--- src/hw/rtl/rpeg_pkg.sv ---
// rpeg_pkg: shared types, constants and small decode tables of the polygon edge generator
// no dependencies; used by rpeg_recip and the top level

package rpeg_pkg;

    localparam int RADIUS_W  = 8;
    localparam int SIDE_W    = 7;
    localparam int COORD_W   = 17;
    localparam int CFG_IDX_W = 1;
    localparam int STEP_W    = 5;

    // configuration register indexes
    localparam logic [CFG_IDX_W-1:0] REG_RADIUS = 1'b0;
    localparam logic [CFG_IDX_W-1:0] REG_SIDES  = 1'b1;

    // reset values of the configuration registers
    localparam logic [RADIUS_W-1:0] RADIUS_RST = 8'd10;
    localparam logic [SIDE_W-1:0]   SIDES_RST  = 7'd60;
    localparam logic [SIDE_W-1:0]   SIDES_MIN  = 7'd3;
    localparam logic [SIDE_W-1:0]   SIDES_TRI  = 7'd3;
    localparam logic [SIDE_W-1:0]   SIDES_SQR  = 7'd4;

    // fixed-point constants, unsigned q30
    localparam logic [31:0] PI_Q30   = 32'd3373259426;
    localparam logic [30:0] Q30_ONE  = 31'h4000_0000;
    localparam logic [63:0] X_RND    = 64'h0000_0000_4000_0000;
    localparam logic [63:0] X2_RND   = 64'h0000_0000_2000_0000;
    localparam logic [15:0] COORD_MAX = 16'hFFFF;

    // sequencer step numbers inside one vertex
    localparam logic [STEP_W-1:0] STEP_ANG  = 5'd0;
    localparam logic [STEP_W-1:0] STEP_SQR  = 5'd1;
    localparam logic [STEP_W-1:0] STEP_X2   = 5'd2;
    localparam logic [STEP_W-1:0] STEP_SIN  = 5'd9;
    localparam logic [STEP_W-1:0] STEP_COS0 = 5'd10;
    localparam logic [STEP_W-1:0] STEP_RADX = 5'd19;
    localparam logic [STEP_W-1:0] STEP_RADY = 5'd20;
    localparam logic [STEP_W-1:0] STEP_DONE = 5'd21;
    localparam logic [STEP_W-1:0] STEP_A0   = 5'd3;
    localparam logic [STEP_W-1:0] STEP_ONE  = 5'd1;

    typedef enum logic [3:0] {
        ST_IDLE  = 4'b0001,
        ST_DIV   = 4'b0010,
        ST_VERT  = 4'b0100,
        ST_CLOSE = 4'b1000
    } state_t;

    typedef enum logic [3:0] {
        OP_ANG,
        OP_SQR,
        OP_X2,
        OP_A,
        OP_B,
        OP_SIN,
        OP_COS0,
        OP_RADX,
        OP_RADY,
        OP_DONE
    } op_t;

    function automatic op_t op_decode(input logic [STEP_W-1:0] step);
        op_t op;
        case (step)
            STEP_ANG:  op = OP_ANG;
            STEP_SQR:  op = OP_SQR;
            STEP_X2:   op = OP_X2;
            STEP_SIN:  op = OP_SIN;
            STEP_COS0: op = OP_COS0;
            STEP_RADX: op = OP_RADX;
            STEP_RADY: op = OP_RADY;
            STEP_DONE: op = OP_DONE;
            default:   op = step[0] ? OP_A : OP_B;
        endcase
        return op;
    endfunction

    // taylor divisors 72 42 20 6 (sine) then 90 56 30 12 2 (cosine):
    // pre shift by the power of two, then exact reciprocal multiply and post shift
    function automatic logic [1:0] div_pre(input logic [3:0] idx);
        logic [1:0] sh;
        case (idx)
            4'd0:    sh = 2'd3;
            4'd1:    sh = 2'd1;
            4'd2:    sh = 2'd2;
            4'd3:    sh = 2'd1;
            4'd4:    sh = 2'd1;
            4'd5:    sh = 2'd3;
            4'd6:    sh = 2'd1;
            4'd7:    sh = 2'd2;
            4'd8:    sh = 2'd1;
            default: sh = 2'd0;
        endcase
        return sh;
    endfunction

    function automatic logic [31:0] div_recip(input logic [3:0] idx);
        logic [31:0] r;
        case (idx)
            4'd0:    r = 32'd1908874354;
            4'd1:    r = 32'd1636178018;
            4'd2:    r = 32'd1717986919;
            4'd3:    r = 32'd1431655766;
            4'd4:    r = 32'd1527099484;
            4'd5:    r = 32'd1227133514;
            4'd6:    r = 32'd1145324613;
            4'd7:    r = 32'd1431655766;
            4'd8:    r = 32'd1073741824;
            default: r = 32'd0;
        endcase
        return r;
    endfunction

    function automatic logic [5:0] div_post(input logic [3:0] idx);
        logic [5:0] s;
        case (idx)
            4'd0:    s = 6'd34;
            4'd1:    s = 6'd35;
            4'd2:    s = 6'd33;
            4'd3:    s = 6'd32;
            4'd4:    s = 6'd36;
            4'd5:    s = 6'd33;
            4'd6:    s = 6'd34;
            4'd7:    s = 6'd32;
            4'd8:    s = 6'd30;
            default: s = 6'd30;
        endcase
        return s;
    endfunction

endpackage

--- src/hw/rtl/rpeg_mul.sv ---
// rpeg_mul: shared 32x32 multiplier with a registered product
// no package dependencies

module rpeg_mul (
    input  logic        clk,
    input  logic        en,
    input  logic [31:0] a,
    input  logic [31:0] b,
    output logic [63:0] prod
);

    logic [63:0] prod_reg;

    always_ff @(posedge clk)
    begin
        if (en)
        begin
            prod_reg <= a * b;
        end
    end

    assign prod = prod_reg;

endmodule

--- src/hw/rtl/rpeg_recip.sv ---
// rpeg_recip: restoring divider, one quotient bit per cycle, for one turn / side count
// depends on rpeg_pkg

module rpeg_recip #(
    parameter int ANGLE_BITS = 16
) (
    input  logic                         clk,
    input  logic                         rst_n,
    input  logic                         go,
    input  logic [rpeg_pkg::SIDE_W-1:0]  divisor,
    output logic                         done,
    output logic [ANGLE_BITS-1:0]        quot,
    output logic [rpeg_pkg::SIDE_W-1:0]  rem
);

    localparam int CW = $clog2(ANGLE_BITS + 1);

    logic                        run_reg;
    logic                        done_reg;
    logic [CW-1:0]               cnt_reg;
    logic [rpeg_pkg::SIDE_W-1:0] rem_reg;
    logic [rpeg_pkg::SIDE_W-1:0] div_reg;
    logic [ANGLE_BITS-1:0]       quot_reg;

    logic                        num_bit;
    logic [rpeg_pkg::SIDE_W:0]   trial;
    logic [rpeg_pkg::SIDE_W:0]   diff;
    logic                        fits;

    // numerator is a single one at bit ANGLE_BITS
    assign num_bit = (cnt_reg == CW'(ANGLE_BITS));
    assign trial   = {rem_reg, num_bit};
    assign fits    = (trial >= {1'b0, div_reg});
    assign diff    = trial - {1'b0, div_reg};

    always_ff @(posedge clk or negedge rst_n)
    begin
        if (!rst_n)
        begin
            run_reg  <= 1'b0;
            done_reg <= 1'b0;
            cnt_reg  <= '0;
        end
        else
        begin
            done_reg <= 1'b0;
            if (go)
            begin
                run_reg <= 1'b1;
                cnt_reg <= CW'(ANGLE_BITS);
            end
            else if (run_reg)
            begin
                cnt_reg <= cnt_reg - 1'b1;
                if (cnt_reg == '0)
                begin
                    run_reg  <= 1'b0;
                    done_reg <= 1'b1;
                end
            end
        end
    end

    always_ff @(posedge clk)
    begin
        if (go)
        begin
            rem_reg <= '0;
            div_reg <= divisor;
        end
        else if (run_reg)
        begin
            rem_reg  <= fits ? diff[rpeg_pkg::SIDE_W-1:0] : trial[rpeg_pkg::SIDE_W-1:0];
            quot_reg <= {quot_reg[ANGLE_BITS-2:0], fits};
        end
    end

    assign done = done_reg;
    assign quot = quot_reg;
    assign rem  = rem_reg;

endmodule

--- src/hw/rtl/regular_polygon_edge_generator_unit.sv ---
// regular polygon edge generator: on a draw request emits every edge of a regular polygon
// the turn/n divider runs first, then each vertex is worked out step by step on one multiplier
// busy covers the divide and every vertex and falls as the closing edge comes out
// one edge beat per vertex after the first, closing edge in the cycle after the last vertex's beat
// results are one-cycle strobes that the receiver cannot stall; rst_n clears control and config
// depends on rpeg_pkg, rpeg_recip, rpeg_mul

module regular_polygon_edge_generator_unit #(
    parameter int MAX_SIDES  = 64,
    parameter int ANGLE_BITS = 16,
    parameter int FRAC_BITS  = 8
) (
    input  logic                                  clk,
    input  logic                                  rst_n,
    input  logic                                  start,
    output logic                                  busy,
    input  logic                                  draw_request,
    input  logic                                  cfg_write,
    input  logic [rpeg_pkg::CFG_IDX_W-1:0]        cfg_index,
    input  logic [rpeg_pkg::RADIUS_W-1:0]         cfg_data,
    output logic                                  strobe,
    output logic signed [rpeg_pkg::COORD_W-1:0]   start_x,
    output logic signed [rpeg_pkg::COORD_W-1:0]   start_y,
    output logic signed [rpeg_pkg::COORD_W-1:0]   end_x,
    output logic signed [rpeg_pkg::COORD_W-1:0]   end_y,
    output logic                                  last_edge
);

    localparam int K_W = $clog2(MAX_SIDES);
    localparam int ASH = 32 - ANGLE_BITS;          // phase to 32-bit turn
    localparam int AW  = ANGLE_BITS - 2;           // folded octant angle incl. the span itself
    localparam logic [63:0] SC_RND = 64'd1 << (29 - FRAC_BITS);

    // configuration registers
    logic [rpeg_pkg::RADIUS_W-1:0] radius_reg;
    logic [rpeg_pkg::SIDE_W-1:0]   sides_reg;

    // sequencer
    rpeg_pkg::state_t              state_reg, state_next;
    logic [rpeg_pkg::STEP_W-1:0]   step_reg, step_next;
    logic [K_W-1:0]                k_reg, k_next;
    logic [rpeg_pkg::SIDE_W-1:0]   n_reg, n_next;
    logic [ANGLE_BITS-1:0]         qacc_reg, qacc_next;   // k*turn/n, rounded to nearest
    logic [rpeg_pkg::SIDE_W-1:0]   racc_reg, racc_next;   // remainder, starts at n/2
    logic                          strobe_reg, strobe_next;
    logic                          last_reg, last_next;

    // datapath registers
    logic [29:0]                   x_reg;
    logic [29:0]                   x2_reg;
    logic [30:0]                   sin_reg;
    logic [30:0]                   magy_reg;
    logic                          negx_reg;
    logic                          negy_reg;
    logic [rpeg_pkg::COORD_W-1:0]  vx_reg;
    logic [rpeg_pkg::COORD_W-1:0]  v0x_reg, v0y_reg;
    logic [rpeg_pkg::COORD_W-1:0]  prevx_reg, prevy_reg;
    logic [rpeg_pkg::COORD_W-1:0]  sx_reg, sy_reg, ex_reg, ey_reg;

    // shared units
    logic                          div_go;
    logic                          div_done;
    logic [ANGLE_BITS-1:0]         div_quot;
    logic [rpeg_pkg::SIDE_W-1:0]   div_rem;
    logic                          mul_en;
    logic [31:0]                   mul_a, mul_b;
    logic [63:0]                   prod;

    // decode and combinational datapath
    rpeg_pkg::op_t                 op;
    logic                          accept;
    logic [rpeg_pkg::SIDE_W-1:0]   n_clamp;
    logic [ANGLE_BITS-1:0]         ph_start;
    logic [ANGLE_BITS-1:0]         ph;
    logic [2:0]                    oct;
    logic [ANGLE_BITS-4:0]         fl;
    logic [AW-1:0]                 g;
    logic [63:0]                   xw;
    logic [29:0]                   x_new;
    logic [63:0]                   x2w;
    logic [29:0]                   x2_new;
    logic [29:0]                   m_new;
    logic [rpeg_pkg::STEP_W-1:0]   a_sel;
    logic [rpeg_pkg::STEP_W-1:0]   b_sel;
    logic [3:0]                    a_idx;
    logic [3:0]                    b_idx;
    logic [63:0]                   q_div;
    logic [30:0]                   s_new;
    logic [29:0]                   b_src;
    logic [29:0]                   b_opnd;
    logic [30:0]                   c0, s0, magx, magy;
    logic                          neg_sel;
    logic [63:0]                   sw;
    logic [63:0]                   r_full;
    logic [15:0]                   r16;
    logic [rpeg_pkg::COORD_W-1:0]  coord;
    logic                          k_last;
    logic [rpeg_pkg::SIDE_W:0]     r_sum;
    logic                          wrap;
    logic [rpeg_pkg::SIDE_W:0]     r_wrap;
    logic                          emit_vert;

    assign busy   = (state_reg != rpeg_pkg::ST_IDLE);
    assign accept = start && !busy;
    assign div_go = accept && draw_request;

    // side count outside 3..MAX_SIDES is pulled to the nearest end
    always_comb
    begin
        if (sides_reg < rpeg_pkg::SIDES_MIN)
        begin
            n_clamp = rpeg_pkg::SIDES_MIN;
        end
        else if (sides_reg > rpeg_pkg::SIDE_W'(MAX_SIDES))
        begin
            n_clamp = rpeg_pkg::SIDE_W'(MAX_SIDES);
        end
        else
        begin
            n_clamp = sides_reg;
        end
    end

    rpeg_recip #(
        .ANGLE_BITS (ANGLE_BITS)
    ) u_recip (
        .clk     (clk),
        .rst_n   (rst_n),
        .go      (div_go),
        .divisor (n_clamp),
        .done    (div_done),
        .quot    (div_quot),
        .rem     (div_rem)
    );

    rpeg_mul u_mul (
        .clk  (clk),
        .en   (mul_en),
        .a    (mul_a),
        .b    (mul_b),
        .prod (prod)
    );

    // phase of the current vertex: quarter turn for triangles, eighth turn for squares
    always_comb
    begin
        if (n_reg == rpeg_pkg::SIDES_TRI)
        begin
            ph_start = ANGLE_BITS'(1) << (ANGLE_BITS - 2);
        end
        else if (n_reg == rpeg_pkg::SIDES_SQR)
        begin
            ph_start = ANGLE_BITS'(1) << (ANGLE_BITS - 3);
        end
        else
        begin
            ph_start = '0;
        end
    end

    assign ph  = qacc_reg + ph_start;
    assign oct = ph[ANGLE_BITS-1 -: 3];
    assign fl  = ph[ANGLE_BITS-4:0];
    // odd octants measure from the next quarter turn
    assign g   = oct[0] ? ((AW'(1) << (ANGLE_BITS - 3)) - {1'b0, fl}) : {1'b0, fl};

    // radians in q30 from the angle product, then x squared
    assign xw     = (prod << ASH) + rpeg_pkg::X_RND;
    assign x_new  = xw[60:31];
    assign x2w    = prod + rpeg_pkg::X2_RND;
    assign x2_new = x2w[59:30];
    assign m_new  = prod[59:30];

    assign op    = rpeg_pkg::op_decode(step_reg);
    // odd steps finish a taylor term, even steps start the divide
    assign a_sel = (step_reg - rpeg_pkg::STEP_A0) >> 1;
    assign b_sel = (step_reg >> 1) - rpeg_pkg::STEP_ONE;
    assign a_idx = a_sel[3:0];
    assign b_idx = b_sel[3:0];

    // term = 1 - (x2*t)/d, divide done as exact reciprocal multiply
    assign q_div = prod >> rpeg_pkg::div_post(a_idx);
    assign s_new = rpeg_pkg::Q30_ONE - q_div[30:0];

    always_comb
    begin
        case (op)
            rpeg_pkg::OP_X2:   b_src = x2_new;
            rpeg_pkg::OP_COS0: b_src = x2_reg;
            default:           b_src = m_new;
        endcase
    end

    assign b_opnd = b_src >> rpeg_pkg::div_pre(b_idx);

    // octant swap then quadrant signs; s_new holds the cosine at the x radius step
    assign c0      = oct[0] ? sin_reg : s_new;
    assign s0      = oct[0] ? s_new : sin_reg;
    assign magx    = oct[1] ? s0 : c0;
    assign magy    = oct[1] ? c0 : s0;

    // radius scaling, round half away from zero, saturate
    assign neg_sel = (op == rpeg_pkg::OP_RADY) ? negx_reg : negy_reg;
    assign sw      = prod + SC_RND;
    assign r_full  = sw >> (30 - FRAC_BITS);
    assign r16     = (r_full > 64'(rpeg_pkg::COORD_MAX)) ? rpeg_pkg::COORD_MAX : r_full[15:0];
    assign coord   = neg_sel ? -{1'b0, r16} : {1'b0, r16};

    // next vertex phase: carry remainder, bump quotient on wrap
    assign k_last = (rpeg_pkg::SIDE_W'(k_reg) == (n_reg - 1'b1));
    assign r_sum  = {1'b0, racc_reg} + {1'b0, div_rem};
    assign wrap   = (r_sum >= {1'b0, n_reg});
    assign r_wrap = wrap ? (r_sum - {1'b0, n_reg}) : r_sum;

    assign emit_vert = (state_reg == rpeg_pkg::ST_VERT) && (op == rpeg_pkg::OP_DONE)
                       && (k_reg != '0);

    // multiplier operand selection
    always_comb
    begin
        mul_en = (state_reg == rpeg_pkg::ST_VERT) && (op != rpeg_pkg::OP_DONE);
        case (op)
            rpeg_pkg::OP_ANG:
            begin
                mul_a = 32'(g);
                mul_b = rpeg_pkg::PI_Q30;
            end
            rpeg_pkg::OP_SQR:
            begin
                mul_a = 32'(x_new);
                mul_b = 32'(x_new);
            end
            rpeg_pkg::OP_A:
            begin
                mul_a = 32'(x2_reg);
                mul_b = 32'(s_new);
            end
            rpeg_pkg::OP_SIN:
            begin
                mul_a = 32'(x_reg);
                mul_b = 32'(s_new);
            end
            rpeg_pkg::OP_X2, rpeg_pkg::OP_B, rpeg_pkg::OP_COS0:
            begin
                mul_a = 32'(b_opnd);
                mul_b = rpeg_pkg::div_recip(b_idx);
            end
            rpeg_pkg::OP_RADX:
            begin
                mul_a = 32'(radius_reg);
                mul_b = 32'(magx);
            end
            rpeg_pkg::OP_RADY:
            begin
                mul_a = 32'(radius_reg);
                mul_b = 32'(magy_reg);
            end
            default:
            begin
                mul_a = '0;
                mul_b = '0;
            end
        endcase
    end

    // sequencer
    always_comb
    begin
        state_next  = state_reg;
        step_next   = step_reg;
        k_next      = k_reg;
        n_next      = n_reg;
        qacc_next   = qacc_reg;
        racc_next   = racc_reg;
        strobe_next = 1'b0;
        last_next   = 1'b0;
        case (state_reg)
            rpeg_pkg::ST_IDLE:
            begin
                if (div_go)
                begin
                    n_next     = n_clamp;
                    state_next = rpeg_pkg::ST_DIV;
                end
            end
            rpeg_pkg::ST_DIV:
            begin
                if (div_done)
                begin
                    step_next  = '0;
                    k_next     = '0;
                    qacc_next  = '0;
                    racc_next  = n_reg >> 1;
                    state_next = rpeg_pkg::ST_VERT;
                end
            end
            rpeg_pkg::ST_VERT:
            begin
                if (op == rpeg_pkg::OP_DONE)
                begin
                    strobe_next = (k_reg != '0);
                    if (k_last)
                    begin
                        state_next = rpeg_pkg::ST_CLOSE;
                    end
                    else
                    begin
                        step_next = '0;
                        k_next    = k_reg + 1'b1;
                        racc_next = r_wrap[rpeg_pkg::SIDE_W-1:0];
                        qacc_next = qacc_reg + div_quot + ANGLE_BITS'(wrap);
                    end
                end
                else
                begin
                    step_next = step_reg + 1'b1;
                end
            end
            rpeg_pkg::ST_CLOSE:
            begin
                // closing edge back to vertex 0
                strobe_next = 1'b1;
                last_next   = 1'b1;
                state_next  = rpeg_pkg::ST_IDLE;
            end
            default:
            begin
                state_next = rpeg_pkg::ST_IDLE;
            end
        endcase
    end

    always_ff @(posedge clk or negedge rst_n)
    begin
        if (!rst_n)
        begin
            state_reg  <= rpeg_pkg::ST_IDLE;
            step_reg   <= '0;
            k_reg      <= '0;
            n_reg      <= rpeg_pkg::SIDES_MIN;
            qacc_reg   <= '0;
            racc_reg   <= '0;
            strobe_reg <= 1'b0;
            last_reg   <= 1'b0;
        end
        else
        begin
            state_reg  <= state_next;
            step_reg   <= step_next;
            k_reg      <= k_next;
            n_reg      <= n_next;
            qacc_reg   <= qacc_next;
            racc_reg   <= racc_next;
            strobe_reg <= strobe_next;
            last_reg   <= last_next;
        end
    end

    // configuration port
    always_ff @(posedge clk or negedge rst_n)
    begin
        if (!rst_n)
        begin
            radius_reg <= rpeg_pkg::RADIUS_RST;
            sides_reg  <= rpeg_pkg::SIDES_RST;
        end
        else if (cfg_write)
        begin
            case (cfg_index)
                rpeg_pkg::REG_RADIUS: radius_reg <= cfg_data;
                rpeg_pkg::REG_SIDES:  sides_reg  <= cfg_data[rpeg_pkg::SIDE_W-1:0];
                default:              ;
            endcase
        end
    end

    // datapath registers
    always_ff @(posedge clk)
    begin
        if (state_reg == rpeg_pkg::ST_VERT)
        begin
            case (op)
                rpeg_pkg::OP_SQR:  x_reg   <= x_new;
                rpeg_pkg::OP_X2:   x2_reg  <= x2_new;
                rpeg_pkg::OP_COS0: sin_reg <= prod[60:30];
                rpeg_pkg::OP_RADX:
                begin
                    magy_reg <= magy;
                    negx_reg <= oct[2] ^ oct[1];
                    negy_reg <= oct[2];
                end
                rpeg_pkg::OP_RADY: vx_reg <= coord;
                rpeg_pkg::OP_DONE:
                begin
                    prevx_reg <= vx_reg;
                    prevy_reg <= coord;
                    if (k_reg == '0)
                    begin
                        v0x_reg <= vx_reg;
                        v0y_reg <= coord;
                    end
                end
                default: ;
            endcase
        end
    end

    // output beat registers
    always_ff @(posedge clk)
    begin
        if (emit_vert)
        begin
            sx_reg <= vx_reg;
            sy_reg <= coord;
            ex_reg <= prevx_reg;
            ey_reg <= prevy_reg;
        end
        else if (state_reg == rpeg_pkg::ST_CLOSE)
        begin
            sx_reg <= v0x_reg;
            sy_reg <= v0y_reg;
            ex_reg <= prevx_reg;
            ey_reg <= prevy_reg;
        end
    end

    assign strobe    = strobe_reg;
    assign last_edge = last_reg;
    assign start_x   = sx_reg;
    assign start_y   = sy_reg;
    assign end_x     = ex_reg;
    assign end_y     = ey_reg;

endmodule

--- config.mk ---
export PLATFORM = sky130hd
export DESIGN_NAME = regular_polygon_edge_generator_unit
export DESIGN_NICKNAME = d
export VERILOG_FILES = /design/src/hw/rtl/rpeg_pkg.sv /design/src/hw/rtl/rpeg_mul.sv /design/src/hw/rtl/rpeg_recip.sv /design/src/hw/rtl/regular_polygon_edge_generator_unit.sv
export SDC_FILE = /design/constraint.sdc
export NUM_CORES = 2
export LEC_CHECK = 0
export BUFFER_PORTS_ARGS = -buffer_cell sky130_fd_sc_hd__buf_2
export CAP_MARGIN = 20
export CORE_MARGIN = 4
export CORE_UTILIZATION = 66
export DETAILED_ROUTE_END_ITERATION = 10
export PLACE_DENSITY = 0.83
export SLEW_MARGIN = 40
export SYNTH_ARGS = -nofsm -noshare
export SYNTH_HDL_FRONTEND = slang
export SYNTH_HIERARCHICAL = 1
export SYNTH_SLANG_ARGS = --single-unit
--- constraint.sdc ---
create_clock -name clk -period 15.4 [get_ports clk]
set_input_delay 3.08 -clock clk [delete_from_list [all_inputs] [get_ports clk]]
set_output_delay 3.08 -clock clk [all_outputs]
set_load 0.02 [all_outputs]
==> impl_metrics.yaml <==
setup_path:
  ff2ff_path_depth: 38
  cp_slowest_cell: "nor3b_2"
  r2r_start: "step_reg[1]"
  cp-end-kind: "flop"
  setup.worst_path.start: "step_reg[1]"
  r2r_slack_ns: 1.69
  worstPathArrival_ns: 14.10
  setup.worst_path.class: "flop to flop"
  cp_max_fo: 16
  slowest_delay_ns: 0.74
  cp-start-kind: "flop"
  rr_endpoint: "u_mul/prod[55]"
  crit_end: "u_mul/prod[55]"
  crit_top_cell: "fa_1"
  critPathRequiredTime_ns: 15.78
detailed_routing:
  ant_nets: 0
  route.detailed.drc: 0
  vias_per_cell: 6.39
  drt_iter0_drc: 4872
  wirelength_microns: 171000
  vias: 46005
  wl_per_cell_microns: 23.7
  drtPass1Iterations: 8
synth:
  avgSynthCellArea_sq_um: 9.55
  yosysWarnings: 6
  syn_inst: 6134
  syn_area_sq_um: 58600
clock_tree:
  cts_hold_buffers: 0
  clk_root_buffer_cell: "clkbuf_16"
  cts_sinks: 426
  cts_setup_buffers: 0
  cts_tree: "done"
  clockBufferDepth: 3
  clk-insertion-delay-late_ns: 0.64
  cts_made_buffers: 45
  h-tree-depth: 2
  post_cts_resized: 0
  clk_pin_slew_worst_paths_ns: 0.07
sta:
  slew_viol_final: 0
  rsz0062_at_grt: "false"
  worst_slack_ns: 1.69
  min_period_ns: 13.71
  tightestPinTransition_ns: 0.845
  clock.fmax_mhz: 72.9
  skew_ns: 0.0741
  setup_tns_ns: 0
  min_period_over_period: 0.890
  finalHoldViolCount: 0
  holdWs_ns: 0.418
  slew_headroom: 0.435
  setup_viol: 0
finish:
  stdcell_area_sq_um: 61900
  n_antenna_cell: 0
  drive_gt1_frac: 0.0772
  largest_reg_flops: 50
  ff_latch_area_sq_um: 12400
  postLayoutCoreUtil: 0.708
  multi_input_area_sq_um: 41400
  nets: 7256
  fillers: 6363
  syn2layout_area_growth_pct: 5.62
global_routing:
  overflow: 0
  grt_max_degree: 70
  grt_pass1_wl_microns: 271000
  first_global_vias: 48725
  antenna_found_initial: 4
  grtUsageTotal: 0.369
floorplanning:
  die_width_microns: 306
  pin_count: 85
  dieArea_sq_um: 93600
  die_h_microns: 306
  num_rows: 108
  initial_utilization: 0.670
  core_sq_um: 87400
placed_design:
  portBuffers: 84
  gp_congestion: 1.02
  place_hpwl_microns: 129000
  dp_slack_ns: 1.70
  place_area_sq_um: 60200
run:
  drv_cap: 0
power_and_ir_drop:
  powerDensity_nw_per_um2: 84.3
  p_leak_nw: 28.4
  peakVddDrop_mv: 0.136
outcome:
  outcome: "finished, final reports clean"
min_path:
  hp-class: "flop to flop"
worst max-delay path, delay by kind of cell (launching register included):
family / cells / cell delay, ns
xor+xnor: 2 / 0.44
buf+inv: 7 / 1.16
fa+ha+maj: 11 / 5.32
mux: 1 / 0.54
simple gates: 12 / 3.41
compound gates: 5 / 2.04
flops: 1 / 0.54
layer usage:
layer  part of all wire  up-vias  global-route usage
li1                   -    19559                   -
met1               0.36    23040               0.464
met2               0.48     2728               0.612
met3              0.097      676              0.0700
met4              0.064        2               0.194
met5           0.000076        -                   0
stage by stage:
stage	power (mW)	cells
global placement	3.85	7117
CTS	5.17	7204
finish	5.21	7204
detailed placement	3.94	7122
floorplan	3.27	6143
global route	5.58	7204
cell type report:
class,count,area share
multi-input combinational,4386,0.670
inverter,945,0.0573
clock inverter,33,0.00821
clock buffer,49,0.0184
tap,1155,0.0234
timing repair buffer,210,0.0227
sequential,426,0.200
how the worst min path moves through the flow:
stage,start,to,slack [ns],cells after the start
final,prevy_reg[8],end_y[8],0.42,0
after global routing,prevy_reg[16],end_y[16],0.42,0
after CTS,prevy_reg[16],end_y[16],0.42,0
after detailed placement,prevy_reg[8],end_y[8],0.41,0
after global placement,prevx_reg[6],end_x[6],0.40,0
after floorplan,prevx_reg[0],end_x[0],0.40,0
report_power, final:
group	internal [mW]	leakage, nW	switching (mW)
Sequential	1.35	4.16	0.0613
Combinational	0.972	23.5	1.60
Clock	0.705	0.792	0.522
Total	3.03	28.4	2.18
cells in the final DEF (no fill, tap or decap), types with 120 or more instances in the layout:
master,n
o21ai_0,148
fa_1,902
xnor2_1,135
and2_1,623
edfxtp_1,350
nand2_1,764
a21oi_1,203
nor2_1,183
ha_1,326
buf_4,120
inv_1,942
(Power assumes the default switching activity.)
